**config.mk**
```make
export PLATFORM = sky130hd
export DESIGN_NAME = shadow_lift_pixel
export DESIGN_NICKNAME = d
export VERILOG_FILES = /design/src/slp_pkg.sv /design/src/slp_queue.sv /design/src/slp_front.sv /design/src/slp_back.sv /design/src/shadow_lift_pixel.sv
export SDC_FILE = /design/constraint.sdc
export NUM_CORES = 2
export LEC_CHECK = 0
export BUFFER_PORTS_ARGS = -buffer_cell sky130_fd_sc_hd__buf_2
export CAP_MARGIN = 10
export CORE_MARGIN = 4
export CORE_UTILIZATION = 40
export CTS_BUF_LIST = sky130_fd_sc_hd__clkbuf_4 sky130_fd_sc_hd__clkbuf_8
export CTS_CLUSTER_DIAMETER = 80
export DETAILED_ROUTE_END_ITERATION = 8
export PLACE_DENSITY = 0.66
export SYNTH_ARGS = -nofsm -noshare
export SYNTH_HDL_FRONTEND = slang
export SYNTH_SLANG_ARGS = --single-unit
```
**constraint.sdc**
```tcl
create_clock -name clk -period 10.5 [get_ports clk]
set_input_delay 0 -clock clk [delete_from_list [all_inputs] [get_ports clk]]
set_output_delay 0 -clock clk [all_outputs]
set_load 0.02 [all_outputs]
```
**src/slp_pkg.sv**
```systemverilog
// Shared types, constants and the shadow mask table for the shadow lift pixel block.
// Depends on nothing; every other file of the block imports it.
package slp_pkg;

	localparam int FRAC_BITS        = 12;
	localparam int MASK_TABLE_DEPTH = 256;
	localparam int IDX_W            = $clog2(MASK_TABLE_DEPTH);
	localparam int MASK_W           = FRAC_BITS + 1;
	localparam int CH_W             = 16;
	localparam int OFFSET_W         = 14;

	localparam int LUMA_W      = 34;
	localparam int LUMA_SHIFT  = 16;
	localparam int LUM_W       = LUMA_W - LUMA_SHIFT;
	localparam int IDX_PROD_W  = FRAC_BITS + IDX_W + 1;
	localparam int PROD_W      = OFFSET_W + MASK_W + 1;
	localparam int DELTA_W     = PROD_W - FRAC_BITS;
	localparam int SUM_W       = CH_W + 2;

	localparam logic signed [LUMA_W-1:0] COEF_R     = LUMA_W'(13933);
	localparam logic signed [LUMA_W-1:0] COEF_G     = LUMA_W'(46871);
	localparam logic signed [LUMA_W-1:0] COEF_B     = LUMA_W'(4732);
	localparam logic signed [LUMA_W-1:0] LUMA_ROUND = LUMA_W'(32768);
	localparam logic [LUM_W-1:0]         LUM_HALF   = LUM_W'(2 ** (FRAC_BITS - 1));
	localparam logic signed [PROD_W-1:0] LIFT_ROUND = PROD_W'(2 ** (FRAC_BITS - 1));
	localparam logic signed [SUM_W-1:0]  SAT_MAX    = SUM_W'(32767);
	localparam logic signed [SUM_W-1:0]  SAT_MIN    = -SUM_W'(32768);

	localparam int QUEUE_DEPTH = 4;
	localparam int QPTR_W      = $clog2(QUEUE_DEPTH);
	localparam int QCNT_W      = QPTR_W + 1;

	localparam longint unsigned PI_Q30  = 64'd3373259426;
	localparam longint unsigned ONE_Q30 = 64'd1 << 30;

	typedef struct packed {
		logic signed [CH_W-1:0] red;
		logic signed [CH_W-1:0] green;
		logic signed [CH_W-1:0] blue;
	} pixel_t;

	typedef struct packed {
		logic signed [CH_W-1:0] red_out;
		logic signed [CH_W-1:0] green_out;
		logic signed [CH_W-1:0] blue_out;
	} result_t;

	typedef struct packed {
		pixel_t           pixel;
		logic             mask_zero;
		logic [IDX_W-1:0] idx;
	} mid_t;

	typedef logic [MASK_W-1:0] mask_tab_t [MASK_TABLE_DEPTH];

	// Shift and subtract division, used only while the constant table is built.
	function automatic longint unsigned div_u64(input longint unsigned num,
			input longint unsigned dvs);
		longint unsigned quo;
		longint unsigned rem;
		int              b;
		quo = '0;
		rem = '0;
		for (b = 63; b >= 0; b--) begin
			rem = {rem[62:0], num[b]};
			if (rem >= dvs) begin
				rem    = rem - dvs;
				quo[b] = 1'b1;
			end
		end
		return quo;
	endfunction

	// Entry i holds cos^2(pi*i/(2*depth)) in Q12 from a 13 term Taylor series in Q30.
	function automatic mask_tab_t build_mask_tab();
		mask_tab_t         tab;
		longint unsigned   x;
		longint unsigned   x2;
		longint unsigned   term;
		longint unsigned   den;
		longint unsigned   c;
		longint unsigned   sq;
		longint            sum;
		int                i;
		int                k;
		for (i = 0; i < MASK_TABLE_DEPTH; i++) begin
			x    = (PI_Q30 * longint'(i)) / (2 * MASK_TABLE_DEPTH);
			x2   = (x * x + (64'd1 << 29)) >> 30;
			term = ONE_Q30;
			sum  = longint'(ONE_Q30);
			for (k = 1; k <= 12; k++) begin
				den  = longint'((2 * k - 1) * (2 * k)) << 30;
				term = div_u64(term * x2 + (den >> 1), den);
				if (k % 2 == 1) begin
					sum = sum - longint'(term);
				end else begin
					sum = sum + longint'(term);
				end
			end
			c = (sum < 0) ? 64'd0 : longint'(sum);
			if (c > ONE_Q30) begin
				c = ONE_Q30;
			end
			sq = (c * c + (64'd1 << (59 - FRAC_BITS))) >> (60 - FRAC_BITS);
			if (sq > (64'd1 << FRAC_BITS)) begin
				sq = 64'd1 << FRAC_BITS;
			end
			tab[i] = sq[MASK_W-1:0];
		end
		return tab;
	endfunction

	localparam mask_tab_t MASK_TAB = build_mask_tab();

endpackage

```
**src/slp_queue.sv**
```systemverilog
// Four entry queue carrying classified pixels from the front part to the back part.
// Depends on slp_pkg for the item type and the queue sizes.
module slp_queue (
	input  logic                  clk,
	input  logic                  arst_n,
	input  logic                  wr_en,
	input  slp_pkg::mid_t         wr_data,
	input  logic                  rd_en,
	output slp_pkg::mid_t         rd_data,
	output logic [slp_pkg::QCNT_W-1:0] count
);
	import slp_pkg::*;

	mid_t              mem_q [QUEUE_DEPTH];
	logic [QPTR_W-1:0] wr_ptr_q;
	logic [QPTR_W-1:0] rd_ptr_q;
	logic [QCNT_W-1:0] cnt_q;

	always_ff @(posedge clk or negedge arst_n) begin
		if (!arst_n) begin
			wr_ptr_q <= '0;
			rd_ptr_q <= '0;
			cnt_q    <= '0;
		end else begin
			if (wr_en) begin
				wr_ptr_q <= wr_ptr_q + 1'b1;
			end
			if (rd_en) begin
				rd_ptr_q <= rd_ptr_q + 1'b1;
			end
			if (wr_en && !rd_en) begin
				cnt_q <= cnt_q + 1'b1;
			end else if (!wr_en && rd_en) begin
				cnt_q <= cnt_q - 1'b1;
			end
		end
	end

	always_ff @(posedge clk) begin
		if (wr_en) begin
			mem_q[wr_ptr_q] <= wr_data;
		end
	end

	assign rd_data = mem_q[rd_ptr_q];
	assign count   = cnt_q;

endmodule

```
**src/slp_front.sv**
```systemverilog
// Front part: accepts pixels, forms clamped luminance and picks the mask table entry.
// Depends on slp_pkg; writes into the slp_queue instance held by the top level.
module slp_front (
	input  logic                       clk,
	input  logic                       arst_n,
	input  logic                       push,
	input  slp_pkg::pixel_t            pixel,
	output logic                       full,
	input  logic [slp_pkg::QCNT_W-1:0] q_count,
	output logic                       q_wr_en,
	output slp_pkg::mid_t              q_wr_data
);
	import slp_pkg::*;

	logic                     v_s1;
	pixel_t                   pix_s1;
	logic signed [LUMA_W-1:0] pr_s1;
	logic signed [LUMA_W-1:0] pg_s1;
	logic signed [LUMA_W-1:0] pb_s1;
	logic                     v_s2;
	mid_t                     item_s2;

	logic                     accept;
	logic [QCNT_W-1:0]        pending;
	logic signed [LUMA_W-1:0] luma_sum;
	logic                     lum_neg;
	logic [LUM_W-2:0]         lum_mag;
	logic [IDX_PROD_W-1:0]    idx_prod;
	mid_t                     item_next;

	// Every pixel in the pipeline already owns a queue slot, so the stages never stall.
	assign pending = q_count + QCNT_W'(v_s1) + QCNT_W'(v_s2);
	assign full    = (pending >= QCNT_W'(QUEUE_DEPTH));
	assign accept  = push && !full;

	always_comb begin
		luma_sum = pr_s1 + pg_s1 + pb_s1 + LUMA_ROUND;
		lum_neg  = luma_sum[LUMA_W-1];
		lum_mag  = luma_sum[LUMA_W-2:LUMA_SHIFT];
		idx_prod = IDX_PROD_W'(lum_mag[FRAC_BITS-2:0]) * IDX_PROD_W'(2 * MASK_TABLE_DEPTH);
		item_next.pixel     = pix_s1;
		item_next.mask_zero = !lum_neg && ({1'b0, lum_mag} >= LUM_HALF);
		item_next.idx       = lum_neg ? '0 : idx_prod[FRAC_BITS +: IDX_W];
	end

	always_ff @(posedge clk or negedge arst_n) begin
		if (!arst_n) begin
			v_s1 <= 1'b0;
			v_s2 <= 1'b0;
		end else begin
			v_s1 <= accept;
			v_s2 <= v_s1;
		end
	end

	always_ff @(posedge clk) begin
		if (accept) begin
			pix_s1 <= pixel;
			pr_s1  <= LUMA_W'(pixel.red) * COEF_R;
			pg_s1  <= LUMA_W'(pixel.green) * COEF_G;
			pb_s1  <= LUMA_W'(pixel.blue) * COEF_B;
		end
		if (v_s1) begin
			item_s2 <= item_next;
		end
	end

	assign q_wr_en   = v_s2;
	assign q_wr_data = item_s2;

endmodule

```
**src/slp_back.sv**
```systemverilog
// Back part: reads the mask, scales the offset, adds it to each channel with saturation.
// Depends on slp_pkg; holds the result queue seen on the output ports.
module slp_back (
	input  logic                         clk,
	input  logic                         arst_n,
	input  logic [slp_pkg::QCNT_W-1:0]   q_count,
	input  slp_pkg::mid_t                q_rd_data,
	output logic                         q_rd_en,
	input  logic signed [slp_pkg::OFFSET_W-1:0] offset,
	output logic                         empty,
	input  logic                         pop,
	output slp_pkg::result_t             result
);
	import slp_pkg::*;

	logic                      v_s1;
	pixel_t                    pix_s1;
	logic [MASK_W-1:0]         mask_s1;
	logic                      v_s2;
	pixel_t                    pix_s2;
	logic signed [DELTA_W-1:0] delta_s2;

	result_t                   mem_q [QUEUE_DEPTH];
	logic [QPTR_W-1:0]         wr_ptr_q;
	logic [QPTR_W-1:0]         rd_ptr_q;
	logic [QCNT_W-1:0]         cnt_q;

	logic [QCNT_W-1:0]         pending;
	logic                      out_rd;
	logic [MASK_W-1:0]         mask_next;
	logic signed [PROD_W-1:0]  lift;
	result_t                   res_next;

	function automatic logic signed [CH_W-1:0] sat_add(
		input logic signed [CH_W-1:0]    ch,
		input logic signed [DELTA_W-1:0] d
	);
		logic signed [SUM_W-1:0] s;
		s = SUM_W'(ch) + SUM_W'(d);
		if (s > SAT_MAX) begin
			s = SAT_MAX;
		end else if (s < SAT_MIN) begin
			s = SAT_MIN;
		end
		return s[CH_W-1:0];
	endfunction

	assign pending = cnt_q + QCNT_W'(v_s1) + QCNT_W'(v_s2);
	assign q_rd_en = (q_count != '0) && (pending < QCNT_W'(QUEUE_DEPTH));
	assign out_rd  = pop && !empty;

	always_comb begin
		mask_next = q_rd_data.mask_zero ? '0 : MASK_TAB[q_rd_data.idx];
		lift      = PROD_W'(offset) * PROD_W'($signed({1'b0, mask_s1})) + LIFT_ROUND;
		res_next.red_out   = sat_add(pix_s2.red, delta_s2);
		res_next.green_out = sat_add(pix_s2.green, delta_s2);
		res_next.blue_out  = sat_add(pix_s2.blue, delta_s2);
	end

	always_ff @(posedge clk or negedge arst_n) begin
		if (!arst_n) begin
			v_s1     <= 1'b0;
			v_s2     <= 1'b0;
			wr_ptr_q <= '0;
			rd_ptr_q <= '0;
			cnt_q    <= '0;
		end else begin
			v_s1 <= q_rd_en;
			v_s2 <= v_s1;
			if (v_s2) begin
				wr_ptr_q <= wr_ptr_q + 1'b1;
			end
			if (out_rd) begin
				rd_ptr_q <= rd_ptr_q + 1'b1;
			end
			if (v_s2 && !out_rd) begin
				cnt_q <= cnt_q + 1'b1;
			end else if (!v_s2 && out_rd) begin
				cnt_q <= cnt_q - 1'b1;
			end
		end
	end

	always_ff @(posedge clk) begin
		if (q_rd_en) begin
			pix_s1  <= q_rd_data.pixel;
			mask_s1 <= mask_next;
		end
		if (v_s1) begin
			pix_s2   <= pix_s1;
			delta_s2 <= lift[PROD_W-1:FRAC_BITS];
		end
		if (v_s2) begin
			mem_q[wr_ptr_q] <= res_next;
		end
	end

	assign empty  = (cnt_q == '0);
	assign result = mem_q[rd_ptr_q];

endmodule

```
**src/shadow_lift_pixel.sv**
```systemverilog
// Top level of the shadow lift pixel block: configuration register and part wiring.
// Depends on slp_pkg, slp_front, slp_queue and slp_back.
//
// The block takes one pixel per clock cycle without gaps for as long as results are
// popped as fast as they appear. A pixel pushed into an otherwise empty block passes
// through the luminance and index pipeline, the middle queue, the mask and lift pipeline
// and the result queue before it shows on the result ports. The middle queue and the
// result queue have four entries each and the pipeline stages draw on their slots, so
// at most eight pixels are held while pop is low before full rises. The shadow offset is
// written through the configuration channel, which is always ready, and should only
// change while no pixel is in flight.
module shadow_lift_pixel (
	input  logic                              clk,
	input  logic                              arst_n,
	input  logic                              push,
	input  slp_pkg::pixel_t                   pixel,
	output logic                              full,
	output logic                              empty,
	input  logic                              pop,
	output slp_pkg::result_t                  result,
	input  logic                              cfg_valid,
	output logic                              cfg_ready,
	input  logic signed [slp_pkg::OFFSET_W-1:0] cfg_data
);
	import slp_pkg::*;

	logic signed [OFFSET_W-1:0] offset_q;
	logic                       q_wr_en;
	mid_t                       q_wr_data;
	logic                       q_rd_en;
	mid_t                       q_rd_data;
	logic [QCNT_W-1:0]          q_count;

	assign cfg_ready = 1'b1;

	always_ff @(posedge clk or negedge arst_n) begin
		if (!arst_n) begin
			offset_q <= '0;
		end else if (cfg_valid && cfg_ready) begin
			offset_q <= cfg_data;
		end
	end

	slp_front u_front (
		.clk       (clk),
		.arst_n    (arst_n),
		.push      (push),
		.pixel     (pixel),
		.full      (full),
		.q_count   (q_count),
		.q_wr_en   (q_wr_en),
		.q_wr_data (q_wr_data)
	);

	slp_queue u_queue (
		.clk     (clk),
		.arst_n  (arst_n),
		.wr_en   (q_wr_en),
		.wr_data (q_wr_data),
		.rd_en   (q_rd_en),
		.rd_data (q_rd_data),
		.count   (q_count)
	);

	slp_back u_back (
		.clk       (clk),
		.arst_n    (arst_n),
		.q_count   (q_count),
		.q_rd_data (q_rd_data),
		.q_rd_en   (q_rd_en),
		.offset    (offset_q),
		.empty     (empty),
		.pop       (pop),
		.result    (result)
	);

endmodule

```
==> results_dict.tcl <==
set metrics [dict create \
    max_clock_freq_mhz 156 \
    antenna_left 0 \
    cp_max_fo 14 \
    slowest_delay_ns 0.62 \
    setup_viol_count_final 0 \
    drv_slew 0 \
    ys_async_sr_fraction_pct 4.16 \
    crit_type "reg2reg" \
    syn_inst 4386 \
    syn_area_per_cell_um2 12.5 \
    use_met2_pct 28.1 \
    die_w_um 379 \
    htreeDepth 3 \
    grt_first_pass_wirelength_mm 192 \
    antenna_found_initial 12 \
    cts.clk_slew.worst_paths_ns 0.06 \
    synth.distinct_cells 80 \
    area_growth_pct 11.3 \
    grt_pass1_vias 34861 \
    worstSetupStartpointType "flop" \
    cp_slowest_cell "edfxtp_1" \
    period_minus_slack_ns 6.43 \
    met3_usage_pct 2.35 \
    clock_latency_ns 0.81 \
    wl_mm 118 \
    post_cts_buffers 0 \
    drc 0 \
    track_usage_pct 16.8 \
    register_area_mm2 0.0230 \
    use_met1_pct 23.1 \
    clockBufferDepth 3 \
    multi_input_area_mm2 0.0286 \
    cts_root_buf "clkbuf_8" \
    numCtsBuffers 119 \
    hold_class "in2reg" \
    seq_area_frac_synth_pct 41.8 \
    maxCapViolCount 0 \
    cts_tree "built" \
    crit_arrival_ns 6.89 \
    dieArea_mm2 0.143 \
    cp_common_cell "fa_1" \
    tightest_slew_ns 1.00 \
    gp_congestion 0.913 \
    core_mm2 0.136 \
    run_status "finished clean" \
    row_count 135 \
    crit_chain "and2_1 -> inv_1 -> fa_1 -> fa_1 -> inv_1 -> fa_1 -> fa_1 -> fa_1 -> inv_1 -> fa_1 -> inv_1 -> ha_1 -> and4_1 -> and2_1 -> o31a_1 -> nor2_1 -> a31oi_1 -> a21o_1 -> o41ai_1 -> xnor2_1" \
    die_h_um 379 \
    busiest_layer "met2" \
    overflow 0 \
    grt_start_max_net_pins 78 \
    rsz0062_at_grt "false" \
    final.setup.tns_ns 0 \
    cts_hold_buf 104 \
    vias_per_cell 5.13 \
    drt_first_pass_iters 6 \
    netlist_area_mm2 0.0550 \
    initial_core_util_pct 40.4 \
    skew_ns 0.0817 \
    report.final.hold_viol_count 0 \
    yosys_warnings 0 \
    drtIter0Drc 2359 \
    cts_num_sinks 770 \
    crit_required_ns 10.97 \
    ys.flop_type "edfxtp_1" \
    nFillCells 12216 \
    cts_resized 0 \
    pin_count 118 \
    nNetsFinal 5738 \
    syn_nets 5495 \
    whs_ns 0.0875 \
    routed-via-count 33413 \
    period_share_pct 61.2 \
    synth_seq_cells 770 \
    layout-drive-gt1-share_pct 10.9 \
    max_slew_margin_pct 33.2 \
    routedWlPerCell_um 18.1 \
    dpl.hpwl_mm 87.8 \
    synth_enable_flop_cells 738 \
    io_buffers 116 \
    worstSetupEndpointType "flop" \
]
-- cell families (layout without fill, tap and decap cells) --
family	after synthesis	after routing	share of synthesized area, %
adders and majority gates	1048	1048	30.5
buffers and inverters	918	1264	6.30
DFF	770	770	41.8
and+or+nand+nor	711	711	6.40
AOI/OAI and AO/OA	642	642	7.61
xor gates and xnor gates	161	161	2.57
muxes	135	135	4.85
other	1	7	0.00682
-- Yosys cell counts (21+ instances only) --
cell,number,share of area [%]
clkbuf_1,97,0.66
inv_1,790,5.4
nor2_1,140,0.96
xor2_1,56,0.89
nand2_1,198,1.4
a21oi_1,173,1.6
nand2b_1,26,0.30
dfrtp_1,32,1.5
o21a_1,22,0.30
a21o_1,59,0.81
nand3_1,55,0.50
a31oi_1,24,0.27
xnor2_1,105,1.7
o21bai_1,21,0.29
o211ai_1,35,0.48
ha_1,555,13
mux4_2,103,4.2
a211oi_1,32,0.44
o21ai_0,139,1.3
and2_1,132,1.5
edfxtp_1,738,40
fa_1,487,18
and3_1,25,0.28
mux2_2,22,0.45
nor3_1,51,0.46
-- layer usage --
layer	vias to the layer above	share of wire, %
li1	15717	-
met1	16649	45
met2	858	48
met3	185	5.1
met4	4	2.2
met5	-	0.020
-- critical path: cells and delay by family, from the launching register on --
kind | cells | cell delay (ns)
fa+ha+maj | 7 | 3.31
compound gates | 4 | 0.92
simple gates | 4 | 0.72
flops | 1 | 0.62
buf+inv | 4 | 0.47
xor+xnor | 1 | 0.11
-- area by class of cell --
type | instances | share of cell area (%)
antenna | 6 | 0.0245
clock buffer | 163 | 3.22
clock inverter | 61 | 0.988
inverter | 792 | 4.86
multi-input combinational | 2698 | 46.7
sequential | 770 | 37.6
tap | 1781 | 3.64
timing repair buffer | 248 | 3.01
-- path summary, 6_finish.rpt --
path | startpoint | end | slack (ns) | cells after the start
worst max-delay path | u_back.mask_s1[3] | u_back.delta_s2[15] | 4.07 | 20
worst min-delay path | pixel[25] | u_front.item_next[34] | 0.09 | 2
worst max register to register | u_back.mask_s1[3] | u_back.delta_s2[15] | 4.07 | 20
worst min register to register | u_back.pix_s1[9] | u_back.pix_s2[9] | 0.40 | 0
max in group asynchronous | arst_n | u_back.v_s1 | 9.96 | 4
min in group asynchronous | arst_n | u_queue.rd_ptr_q[1] | 0.30 | 4
-- flip-flops by register name, summed over array words and instances (netlist names), 13 cells and up --
signal and cells:
u_back.mask_s1 13, u_front.pr_s1 31, u_front.item_next 45, u_front.pg_s1 33, u_front.q_wr_data 57, u_back.delta_s2 16, u_queue.mem_q 228, u_back.mem_q 192
u_back.pix_s2 48, offset_q 14, u_front.pb_s1 27, u_back.pix_s1 48
-- metrics by stage --
| stage | cell area (µm²) | setup slack [ns] | utilization, % | cells |
|---|---|---|---|---|
| global placement | 57500 | 4.14 | 42.3 | 6185 |
| CTS | 61200 | 4.08 | 45.0 | 6513 |
| finish | 61200 | 4.07 | 45.0 | 6519 |
| global route | 61200 | 3.76 | 45.0 | 6516 |
| floorplan | 55000 | 2.02 | - | 4386 |
| detailed placement | 57500 | 4.09 | 42.3 | 6185 |
-- layout by cell type, fill, tap and decap left out, types with 14 or more instances in the layout --
| cell type | netlist | routed |
|---|---|---|
| inv_1 | 790 | 790 |
| dfrtp_1 | 32 | 26 |
| nand2b_1 | 26 | 26 |
| mux2_2 | 22 | 22 |
| a211oi_1 | 32 | 32 |
| a21o_1 | 59 | 59 |
| o211ai_1 | 35 | 35 |
| clkinv_2 | 0 | 17 |
| nor2b_1 | 18 | 18 |
| nor3_1 | 51 | 51 |
| xor2_1 | 56 | 56 |
| nand4_1 | 16 | 16 |
| nand2_1 | 198 | 198 |
| and3_1 | 25 | 25 |
| and2_1 | 132 | 124 |
| dlygate4sd3_1 | 0 | 103 |
| buf_4 | 1 | 28 |
| clkinv_1 | 2 | 22 |
| or3_1 | 14 | 14 |
| a311oi_1 | 16 | 16 |
| clkbuf_8 | 0 | 119 |
| o21ai_0 | 139 | 138 |
| clkbuf_4 | 0 | 44 |
| nand3_1 | 55 | 55 |
| o21bai_1 | 21 | 21 |
| a31oi_1 | 24 | 24 |
| a21oi_1 | 173 | 173 |
| xnor2_1 | 105 | 105 |
| nor2_1 | 140 | 138 |
| ha_1 | 555 | 555 |
| edfxtp_1 | 738 | 738 |
| fa_1 | 487 | 487 |
| mux4_2 | 103 | 103 |
| o21a_1 | 22 | 22 |
| a211o_1 | 16 | 16 |
| buf_2 | 10 | 116 |
Power is not shown: default switching activity piles up to over one toggle a cycle in this logic, so the estimate is an artifact.
